<file path="src/rtl/core/mds_pkg.sv">
package mds_pkg;

    localparam int SLOTS_PER_QUEUE = 8;
    localparam int QUEUE_COUNT     = 4;

    localparam int REQ_W    = 2;
    localparam int QID_W    = 2;
    localparam int DATA_W   = 32;
    localparam int STATUS_W = 2;

    localparam int SLOT_W  = $clog2(SLOTS_PER_QUEUE);
    localparam int QIDX_W  = (QUEUE_COUNT > 1) ? $clog2(QUEUE_COUNT) : 1;
    localparam int DEPTH   = QUEUE_COUNT * SLOTS_PER_QUEUE;
    localparam int ADDR_W  = $clog2(DEPTH);

    typedef enum logic [REQ_W-1:0] {
        REQ_PUSH_FRONT = 2'd0,
        REQ_PUSH_REAR  = 2'd1,
        REQ_POP_FRONT  = 2'd2,
        REQ_POP_REAR   = 2'd3
    } t_req;

    typedef enum logic [STATUS_W-1:0] {
        STATUS_DONE  = 2'd0,
        STATUS_FULL  = 2'd1,
        STATUS_EMPTY = 2'd2
    } t_status;

    typedef enum logic [1:0] {
        ST_IDLE,
        ST_EXEC,
        ST_EMIT
    } t_state;

    typedef struct packed {
        logic load;
        logic exec;
        logic emit;
    } t_dp_cmd;

    typedef struct packed {
        logic out_free;
    } t_dp_stat;

endpackage

</file>
<file path="src/rtl/core/mds_ctrl.sv">
module mds_ctrl (
    input  logic              i_clk,
    input  logic              i_rst_n,
    input  logic              i_req_valid,
    output logic              o_req_ready,
    input  mds_pkg::t_dp_stat i_stat,
    output mds_pkg::t_dp_cmd  o_cmd
);
    import mds_pkg::*;

    t_state r_state;
    t_state n_state;

    always_ff @(posedge i_clk) begin
        if (!i_rst_n) begin
            r_state <= ST_IDLE;
        end else begin
            r_state <= n_state;
        end
    end

    always_comb begin
        n_state = r_state;
        case (r_state)
            ST_IDLE: begin
                if (i_req_valid) begin
                    n_state = ST_EXEC;
                end
            end
            ST_EXEC: begin
                n_state = ST_EMIT;
            end
            ST_EMIT: begin
                if (i_stat.out_free) begin
                    n_state = ST_IDLE;
                end
            end
            default: begin
                n_state = ST_IDLE;
            end
        endcase
    end

    always_comb begin
        o_req_ready = 1'b0;
        o_cmd       = '0;
        case (r_state)
            ST_IDLE: begin
                o_req_ready = 1'b1;
                o_cmd.load  = i_req_valid;
            end
            ST_EXEC: begin
                o_cmd.exec = 1'b1;
            end
            ST_EMIT: begin
                o_cmd.emit = i_stat.out_free;
            end
            default: begin
                o_req_ready = 1'b0;
            end
        endcase
    end

endmodule

</file>
<file path="src/rtl/core/mds_dpath.sv">
module mds_dpath (
    input  logic                        i_clk,
    input  logic                        i_rst_n,
    input  mds_pkg::t_dp_cmd            i_cmd,
    output mds_pkg::t_dp_stat           o_stat,
    input  logic [mds_pkg::REQ_W-1:0]   i_req_type,
    input  logic [mds_pkg::QID_W-1:0]   i_queue_id,
    input  logic signed [mds_pkg::DATA_W-1:0] i_push_value,
    output logic                        o_rsp_valid,
    input  logic                        i_rsp_ready,
    output logic [mds_pkg::STATUS_W-1:0] o_status,
    output logic signed [mds_pkg::DATA_W-1:0] o_pop_value
);
    import mds_pkg::*;

    // latched request
    t_req                r_op;
    logic [QID_W-1:0]    r_qid;
    logic [DATA_W-1:0]   r_val;

    // per-queue pointers
    logic [SLOT_W-1:0]      r_head [QUEUE_COUNT];
    logic [SLOT_W-1:0]      r_tail [QUEUE_COUNT];
    logic [QUEUE_COUNT-1:0] r_empty;

    logic [DATA_W-1:0] r_mem [DEPTH];
    logic [DATA_W-1:0] r_rd_data;

    t_status             r_status;
    logic                r_pop_ok;
    logic                r_out_valid;
    t_status             r_out_status;
    logic [DATA_W-1:0]   r_out_pop;

    logic [QIDX_W-1:0]   w_qi;
    logic                w_q_ok;
    logic [SLOT_W-1:0]   w_head;
    logic [SLOT_W-1:0]   w_tail;
    logic                w_is_push;
    logic [SLOT_W-1:0]   n_head;
    logic [SLOT_W-1:0]   n_tail;
    logic                n_empty;
    t_status             n_status;
    logic                n_pop_ok;
    logic                w_we;
    logic                w_re;
    logic [SLOT_W-1:0]   w_slot;
    logic [ADDR_W-1:0]   w_addr;

    function automatic logic [SLOT_W-1:0] slot_next(input logic [SLOT_W-1:0] s);
        slot_next = (s == SLOT_W'(SLOTS_PER_QUEUE - 1)) ? '0 : s + SLOT_W'(1);
    endfunction

    function automatic logic [SLOT_W-1:0] slot_prev(input logic [SLOT_W-1:0] s);
        slot_prev = (s == '0) ? SLOT_W'(SLOTS_PER_QUEUE - 1) : s - SLOT_W'(1);
    endfunction

    assign w_qi      = QIDX_W'(r_qid);
    assign w_q_ok    = int'(r_qid) < QUEUE_COUNT;
    assign w_head    = r_head[w_qi];
    assign w_tail    = r_tail[w_qi];
    assign w_is_push = (r_op == REQ_PUSH_FRONT) || (r_op == REQ_PUSH_REAR);
    assign w_addr    = ADDR_W'(w_qi) * ADDR_W'(SLOTS_PER_QUEUE) + ADDR_W'(w_slot);

    always_comb begin
        n_head   = w_head;
        n_tail   = w_tail;
        n_empty  = r_empty[w_qi];
        n_status = STATUS_DONE;
        n_pop_ok = 1'b0;
        w_we     = 1'b0;
        w_re     = 1'b0;
        w_slot   = '0;
        if (!w_q_ok) begin
            n_status = w_is_push ? STATUS_FULL : STATUS_EMPTY;
        end else if (w_is_push) begin
            if (r_empty[w_qi]) begin
                n_head  = '0;
                n_tail  = '0;
                n_empty = 1'b0;
                w_we    = 1'b1;
                w_slot  = '0;
            end else if (slot_next(w_tail) == w_head) begin
                n_status = STATUS_FULL;
            end else if (r_op == REQ_PUSH_FRONT) begin
                n_head = slot_prev(w_head);
                w_we   = 1'b1;
                w_slot = slot_prev(w_head);
            end else begin
                n_tail = slot_next(w_tail);
                w_we   = 1'b1;
                w_slot = slot_next(w_tail);
            end
        end else begin
            if (r_empty[w_qi]) begin
                n_status = STATUS_EMPTY;
            end else begin
                n_pop_ok = 1'b1;
                w_re     = 1'b1;
                w_slot   = (r_op == REQ_POP_FRONT) ? w_head : w_tail;
                if (w_head == w_tail) begin
                    n_empty = 1'b1;
                end else if (r_op == REQ_POP_FRONT) begin
                    n_head = slot_next(w_head);
                end else begin
                    n_tail = slot_prev(w_tail);
                end
            end
        end
    end

    always_ff @(posedge i_clk) begin
        if (i_cmd.load) begin
            r_op  <= t_req'(i_req_type);
            r_qid <= i_queue_id;
            r_val <= i_push_value;
        end
    end

    always_ff @(posedge i_clk) begin
        if (!i_rst_n) begin
            for (int q = 0; q < QUEUE_COUNT; q++) begin
                r_head[q] <= '0;
                r_tail[q] <= '0;
            end
            r_empty <= '1;
        end else if (i_cmd.exec && w_q_ok) begin
            r_head[w_qi]  <= n_head;
            r_tail[w_qi]  <= n_tail;
            r_empty[w_qi] <= n_empty;
        end
    end

    always_ff @(posedge i_clk) begin
        if (i_cmd.exec && w_we) begin
            r_mem[w_addr] <= r_val;
        end
        if (i_cmd.exec && w_re) begin
            r_rd_data <= r_mem[w_addr];
        end
    end

    always_ff @(posedge i_clk) begin
        if (i_cmd.exec) begin
            r_status <= n_status;
            r_pop_ok <= n_pop_ok;
        end
        if (i_cmd.emit) begin
            r_out_status <= r_status;
            r_out_pop    <= r_pop_ok ? r_rd_data : '0;
        end
    end

    always_ff @(posedge i_clk) begin
        if (!i_rst_n) begin
            r_out_valid <= 1'b0;
        end else if (i_cmd.emit) begin
            r_out_valid <= 1'b1;
        end else if (i_rsp_ready) begin
            r_out_valid <= 1'b0;
        end
    end

    assign o_stat.out_free = !r_out_valid || i_rsp_ready;
    assign o_rsp_valid     = r_out_valid;
    assign o_status        = r_out_status;
    assign o_pop_value     = r_out_pop;

endmodule

</file>
<file path="src/rtl/core/multi_deque_shared_store.sv">
// flow: the controller's idle step latches a request, the execute step applies it to the
// single-port slot store, and the emit step registers the result once the previous result
// has been taken; no new request is accepted until the emit step completes
// reset: synchronous active-low; every queue empty, pointers at slot zero,
// slot store contents undefined until written
module multi_deque_shared_store (
    input  logic                               i_clk,
    input  logic                               i_rst_n,
    input  logic                               i_req_valid,
    output logic                               o_req_ready,
    input  logic [mds_pkg::REQ_W-1:0]          i_req_type,
    input  logic [mds_pkg::QID_W-1:0]          i_queue_id,
    input  logic signed [mds_pkg::DATA_W-1:0]  i_push_value,
    output logic                               o_rsp_valid,
    input  logic                               i_rsp_ready,
    output logic [mds_pkg::STATUS_W-1:0]       o_status,
    output logic signed [mds_pkg::DATA_W-1:0]  o_pop_value
);
    import mds_pkg::*;

    t_dp_cmd  w_cmd;
    t_dp_stat w_stat;

    mds_ctrl u_ctrl (
        .i_clk       (i_clk),
        .i_rst_n     (i_rst_n),
        .i_req_valid (i_req_valid),
        .o_req_ready (o_req_ready),
        .i_stat      (w_stat),
        .o_cmd       (w_cmd)
    );

    mds_dpath u_dpath (
        .i_clk        (i_clk),
        .i_rst_n      (i_rst_n),
        .i_cmd        (w_cmd),
        .o_stat       (w_stat),
        .i_req_type   (i_req_type),
        .i_queue_id   (i_queue_id),
        .i_push_value (i_push_value),
        .o_rsp_valid  (o_rsp_valid),
        .i_rsp_ready  (i_rsp_ready),
        .o_status     (o_status),
        .o_pop_value  (o_pop_value)
    );

    a_refused_zero: assert property (@(posedge i_clk) disable iff (!i_rst_n)
        o_rsp_valid && (o_status != STATUS_DONE) |-> o_pop_value == '0)
        else $error("refused request carries a nonzero pop value");

    a_one_at_a_time: assert property (@(posedge i_clk) disable iff (!i_rst_n)
        i_req_valid && o_req_ready |=> !o_req_ready)
        else $error("request accepted while another is in flight");

    a_no_overwrite: assert property (@(posedge i_clk) disable iff (!i_rst_n)
        w_cmd.emit |-> (!o_rsp_valid || i_rsp_ready))
        else $error("result register overwritten before it was taken");

endmodule

</file>
<file path="config.mk">
export PLATFORM = sky130hd
export DESIGN_NAME = multi_deque_shared_store
export DESIGN_NICKNAME = d
export VERILOG_FILES = /design/src/rtl/core/mds_pkg.sv /design/src/rtl/core/mds_ctrl.sv /design/src/rtl/core/mds_dpath.sv /design/src/rtl/core/multi_deque_shared_store.sv
export SDC_FILE = /design/constraint.sdc
export NUM_CORES = 1
export LEC_CHECK = 0
export BUFFER_PORTS_ARGS = -buffer_cell sky130_fd_sc_hd__buf_4
export CORE_ASPECT_RATIO = 0.7
export CORE_MARGIN = 2
export CORE_UTILIZATION = 55
export CTS_CLUSTER_DIAMETER = 40
export DETAILED_ROUTE_END_ITERATION = 8
export PLACE_DENSITY = 0.8
export SYNTH_ARGS = -nofsm -noshare
export SYNTH_HDL_FRONTEND = slang
export SYNTH_SLANG_ARGS = --single-unit
</file>
<file path="constraint.sdc">
create_clock -name i_clk -period 5.4 [get_ports i_clk]
set_clock_uncertainty 0.2 [all_clocks]
set_input_delay 0.54 -clock i_clk [delete_from_list [all_inputs] [get_ports i_clk]]
set_output_delay 0.54 -clock i_clk [all_outputs]
set_load 0.05 [all_outputs]
</file>
; Word level (Yosys, flattened, before mapping)
; Memories as Yosys holds them, arrays and structs flattened. A register that Yosys moved wholly into a read port is not among the register bits.
; Cells that the tools add are included.
[classes]
add_sub_neg = 5
mul = 0
div_mod_pow = 0
magnitude_cmp = 2
n_eq_ne = 10
n_shift = 0
n_mux = 64
bitwise = 0
reduce_logical = 14
[op_table]
columns = operator, n
row1 = 3-bit two-way mux, 26
row2 = 1-bit two-way mux, 26
row3 = 2-bit two-way mux, 8
row4 = 3-bit by 1-bit adder with 3-bit output (second input constant), 2
row5 = 3-bit == test, 2
row6 = 3-bit == test (second input constant), 2
row7 = 3-bit logical NOT, 2
row8 = 2-bit case mux with 3 select lines, 1
row9 = 3-bit OR reduction, 2
row10 = 3-bit by 1-bit subtractor with 3-bit output (second input constant), 2
row11 = 5-bit by 3-bit adder with 5-bit output, 1
row12 = 4-bit bitwise mux, 1
row13 = 2-bit by 1-bit == test with 1-bit output (second input constant), 2
row14 = 2-bit == test (second input constant), 2
row15 = 2-bit logical NOT, 2
row16 = 1-bit logical AND, 3
row17 = 2-bit by 3-bit < comparator with 1-bit output (second input constant), 1
row18 = 1-bit binary-select mux with 2-bit select, 1
row19 = 1-bit demux with 2-bit select, 1
row20 = 2-bit by 1-bit greater-or-equal comparator with 1-bit output (second input constant), 1
row21 = 1-bit logical OR, 2
row22 = 2-bit by 1-bit != test with 1-bit output (second input constant), 1
row23 = 2-bit != test (second input constant), 1
row24 = 2-bit AND reduction, 1
row25 = 2 further kinds, 2
[totals]
regBits = 80
latchBits = 0
ram_bits = 1048
mem_bits_ro = 0
input_bits = 40
out_inout_bits = 36
memories = 3
[memory_table]
columns = memory, depth, word_bits, read_ports, rd_ports_with_merged_regs, wr, line_no
row1 = u_dpath.r_mem, 32, 32, 1, 1, 1, mds_dpath.sv:26  ; logic [DATA_W-1:0] r_mem [DEPTH];
row2 = u_dpath.r_head, 4, 3, 1, 1, 4, mds_dpath.sv:22  ; logic [SLOT_W-1:0] r_head [QUEUE_COUNT];
row3 = u_dpath.r_tail, 4, 3, 1, 1, 4, mds_dpath.sv:23  ; logic [SLOT_W-1:0] r_tail [QUEUE_COUNT];

; Depth between registers and ports, before layout
[logic_depth]
ltp_word = 9
depth_mapped = 16
depth_no_buf = 12

; Modules after synthesis
; Synthesis repeated with hierarchy kept, for this count alone.
[unflattened]
hier_cells = 3543
hier_area_um2 = 47504.3
[by_module_without_submodules]
columns = module, n_inst, cells_each, area_per_inst_um2, seq_area_each_um2
row1 = mds_dpath, 1, 3534, 47409.2, 34763.3
row2 = mds_ctrl, 1, 9, 95.1, 40.0

; Least setup slack after synthesis
; Ideal clock, no wire load.
[synth_path]
path_kind = reg2reg
startpoint = register (tool-made name)
endpoint = memory u_dpath.r_mem[13][0], enable pin
arrival_time_ns = 3.994
path_slack_ns = 0.785
stages_incl_launch_ff = 12
n_path_buf = 2
synth_period_minus_slack_ns = 4.615
path_cell_list = dfxtp_1 -> buf_6 -> mux4_2 -> inv_1 -> ha_1 -> xnor2_1 -> and2_4 -> nand2_1 -> a22oi_1 -> buf_2 -> nand3_1 -> nor2_1
[synth_rtl]
columns = element, line_no
row1 = to (decl), mds_dpath.sv:26

==> key figures <==
Run status
  • Status: complete, no violations

Power
  • Net Sw Frac: between 20% and 30%
  • Comb power frac: 2.9%
  • Clk pwr share: 42.3%
  • Sequential fraction of design power: between 50 and 60%
  • Cell internal pwr: ~0.015 W
  • IR drop worst, VDD: roughly 0.00042 V
  • Power, Total: 0.0185 W
  • Pleak: roughly 20 nW
  • P_sw: around 0.0040 W
  • Power Density: about 360 nW/um^2

Global route
  • Global-route wire length before repair: roughly 160,000 microns
  • Vias in the first global route: 24,074
  • All-Layer GR Usage: roughly 28%
  • Number of antenna violations at the first check in global routing: 6
  • Gr ovfl total: 0
  • Pin count of the biggest net entering global routing: between 80 and 90

Routing
  • Total Wirelength: roughly 110,000 microns
  • Vias per std cell: about 6.4
  • DRT iter0 DRCs: between 3,000 and 4,000
  • DRC: 0
  • Drt pass-1 iters: 5
  • Routed Antenna Nets: 0
  • Via count: 24,288
  • Routed WL per cell: between 30 and 40 microns

Setup path
  • Crit-path cells: mux4_2, inv_1, ha_1, xnor2_1, and2_4, a211oi_2, nor2_4, buf_12, buf_4, buf_4, mux2i_1, o22ai_1, nor4_1, nand2_1
  • Maximum net fanout on the critical path: 22
  • Worst Path Buf+Inv: 4
  • Crit-path most repeated cell: buf_4
  • CP Data Required Time: approximately 5.6 ns
  • Crit Path Category: flip-flop to flip-flop
  • Crit path launch type: flip-flop
  • Critical Path Max Stage Delay: between 0.7 and 0.8 ns
  • Crit path DAT: between 5 and 6 ns
  • Slowest stage cell, crit path: nor4_1
  • Critical Path Sink Type: flip-flop
  • Crit-path leading delay family: simple AND/OR/NAND/NOR gates

Floorplanning
  • Die Footprint: about 83,000 sq um
  • Core Box Area: about 79,000 sq um
  • Die height: 241 microns
  • Die X: roughly 340 microns
  • I/O pins: 76
  • Row cnt: 86
  • Initial Util: between 50% and 60%

Layout
  • Most frequent cells in the layout: 1,153 x edfxtp_1, 513 x mux2i_1, 257 x o22ai_1, 145 x buf_4, 115 x clkbuf_16
  • FILL cells: between 5,000 and 6,000
  • Nets@finish: roughly 2,700
  • Commonest non-fill, non-tap cell in the layout: edfxtp_1
  • Share of layout cells above drive strength 1: approximately 15%
  • Area grow syn2layout: 15.4%

Synthesis
  • Syn Nets: 2,452
  • Synth Cell Area: approximately 44,000 sq um
  • Cells after synthesis: approximately 2,400
  • Synth Warn #: 0
  • Async S/R FF share, synth: 0%
  • Synth cell types: 50
  • Flop and latch count out of synthesis: between 1,000 and 1,500
  • Top_reg_cell synth: edfxtp_1
  • Post-synthesis sequential area ratio: 78.6%
  • EDFF count, synth: ~1,200
  • Syn_area_per_cell: approximately 18 sq um

Flow run
  • Max cap viols: 0

Clock network
  • Skew-Pair Late Insertion Delay: roughly 0.71 ns
  • Clk sinks: 1,162
  • CTS tree: yes
  • H-tree levels: 3
  • Worst-path clk slew: 0.06 ns
  • Post-CTS setup repair buffer count: 0
  • CTS root buf: clkbuf_16
  • Num CTS Buffers: between 100 and 150
  • CTS Buffer Depth: 3

Timing
  • RSZ-0062 raised after global routing: false
  • Max_slew headroom: 9.52%
  • Worst-Margin Slew: ~1.4 ns
  • Period Utilization, post-route: ~96%
  • Final hold viol count: 0
  • Setup TNS: 0 ns
  • Final min period: around 5.2 ns
  • Max-slew violation count: 0
  • Max Clk Rate: 194 MHz
  • Setup violators final: 0
  • Fin Hold WS: 0.222 ns

Place
  • # port buffers: 75
  • Final GP Congestion: about 0.87
  • DP HPWL: 64,500 microns

Hold path
  • Worst hold path type: flip-flop to flip-flop
[final timing paths]
kind | start | end | slack (ns) | depth (start not counted)
worst max register to register | flip-flop | u_dpath.r_rd_data[21] | 0.23 | 14
worst min register to register | u_dpath.r_status[1] | u_dpath.o_status[1] | 0.22 | 0
worst max-delay path | flip-flop | u_dpath.r_rd_data[21] | 0.23 | 14
worst min-delay path | u_dpath.r_status[1] | u_dpath.o_status[1] | 0.22 | 0
[final cells by class]
| cell class | count | area [sq um] | share of cell area (%) |
|---|---|---|---|
| timing repair buffer | 213 | 2050 | 4.01 |
| sequential | 1162 | 34800 | 68.2 |
| clock inverter | 71 | 749 | 1.47 |
| tap | 1056 | 1320 | 2.59 |
| clock buffer | 139 | 3010 | 5.89 |
| antenna | 4 | 10.0 | 0.0196 |
| inverter | 12 | 45.0 | 0.0882 |
| multi-input combinational | 1111 | 9070 | 17.8 |
[registers in the layout, summed over array words and instances (netlist names), 2 cells and up, named ones only]
register	flops
u_dpath.r_mem	1024
u_dpath.r_empty	4
u_dpath.r_tail	12
u_ctrl.r_state	2
u_dpath.r_val	32
u_dpath.r_rd_data	32
u_dpath.o_status	2
u_dpath.r_op	2
u_dpath.r_qid	2
u_dpath.r_head	12
u_dpath.r_status	2
u_dpath.o_pop_value	32
[repair_timing]
action                     CTS  global route
setup endpoints to repair    0             2
hold buffers                40             0
resized for setup            0             2
hold endpoints to repair    42             0
[power by group through the flow]
stage | logic, W | registers (W) | clock network (W)
6_report | 0.000533 | 0.0102 | 0.00784
2_1_floorplan | 0.000303 | 0.0103 | 0
4_1_cts | 0.000524 | 0.0102 | 0.00789
5_1_grt | 0.000563 | 0.0102 | 0.00826
3_3_place_gp | 0.000488 | 0.0103 | 0
3_5_place_dp | 0.000499 | 0.0103 | 0
[layer usage]
metal / vias up / part of all wire [%] / global-route usage, %
met5: - / 0.011 / 0
met4: 2 / 3.9 / 10.3
met3: 290 / 14 / 9.68
met2: 1632 / 44 / 41.1
met1: 12224 / 38 / 37.7
li1: 10140 / - / -
[worst register-to-register path, stage by stage (launching register included)]
cell      delay [ns]
dfxtp_1         0.57
mux4_2          0.65
inv_1           0.16
ha_1            0.29
xnor2_1         0.18
and2_4          0.20
a211oi_2        0.13
nor2_4          0.38
buf_12          0.29
buf_4           0.24
buf_4           0.23
mux2i_1         0.35
o22ai_1         0.15
nor4_1          0.75
nand2_1         0.12
[cells in the mapped netlist, types with 3 or more instances]
master    instances  area (sq um)
or2_0             3          18.8
nand3_1          11          55.1
nor2b_1           3          18.8
and2_1           36           225
a21oi_1          12          60.1
buf_6            10           113
nor3_1            6          30.0
mux4_2            8           180
nand2b_1         11          68.8
o21ai_1           3          15.0
nor4_1           64           400
inv_1            11          41.3
clkbuf_1         26          97.6
nor2_1           75           282
xor2_1            4          35.0
nand2_1          55           206
buf_1             5          18.8
mux2i_1         513          5130
buf_4             7          52.6
edfxtp_1       1153         34600
dfxtp_1           9           180
o22ai_1         257          1610
buf_2            70           350
o21ai_0          10          50.1
clkbuf_2          3          15.0
xnor2_1           7          61.3
ha_1              6          75.1
[per-stage QoR]
step	setup slack (ns)	util [%]	cell area (sq um)	instances
3_3_place_gp	0.377	59.2	46900	3514
5_1_grt	0.0867	64.5	51000	3764
2_1_floorplan	0.785	-	44300	2406
6_report	0.233	64.5	51100	3768
3_5_place_dp	0.245	59.2	46900	3514
4_1_cts	0.223	64.4	51000	3764
[cell families (layout without fill, tap and decap cells)]
group                    Yosys count  after routing  synth area share [%]
AND/OR/NAND/NOR                  271            271                  3.06
adder cells (fa/ha/maj)            6              6                 0.170
AO/OA/AOI/OAI                    299            299                  4.26
multiplexers                     524            524                  12.1
flip-flops                      1162           1162                  78.6
XOR/XNOR                          11             11                 0.218
other                              0              4                     0
buffers and inverters            133            435                  1.56
Power figures use the tool's default switching activity.
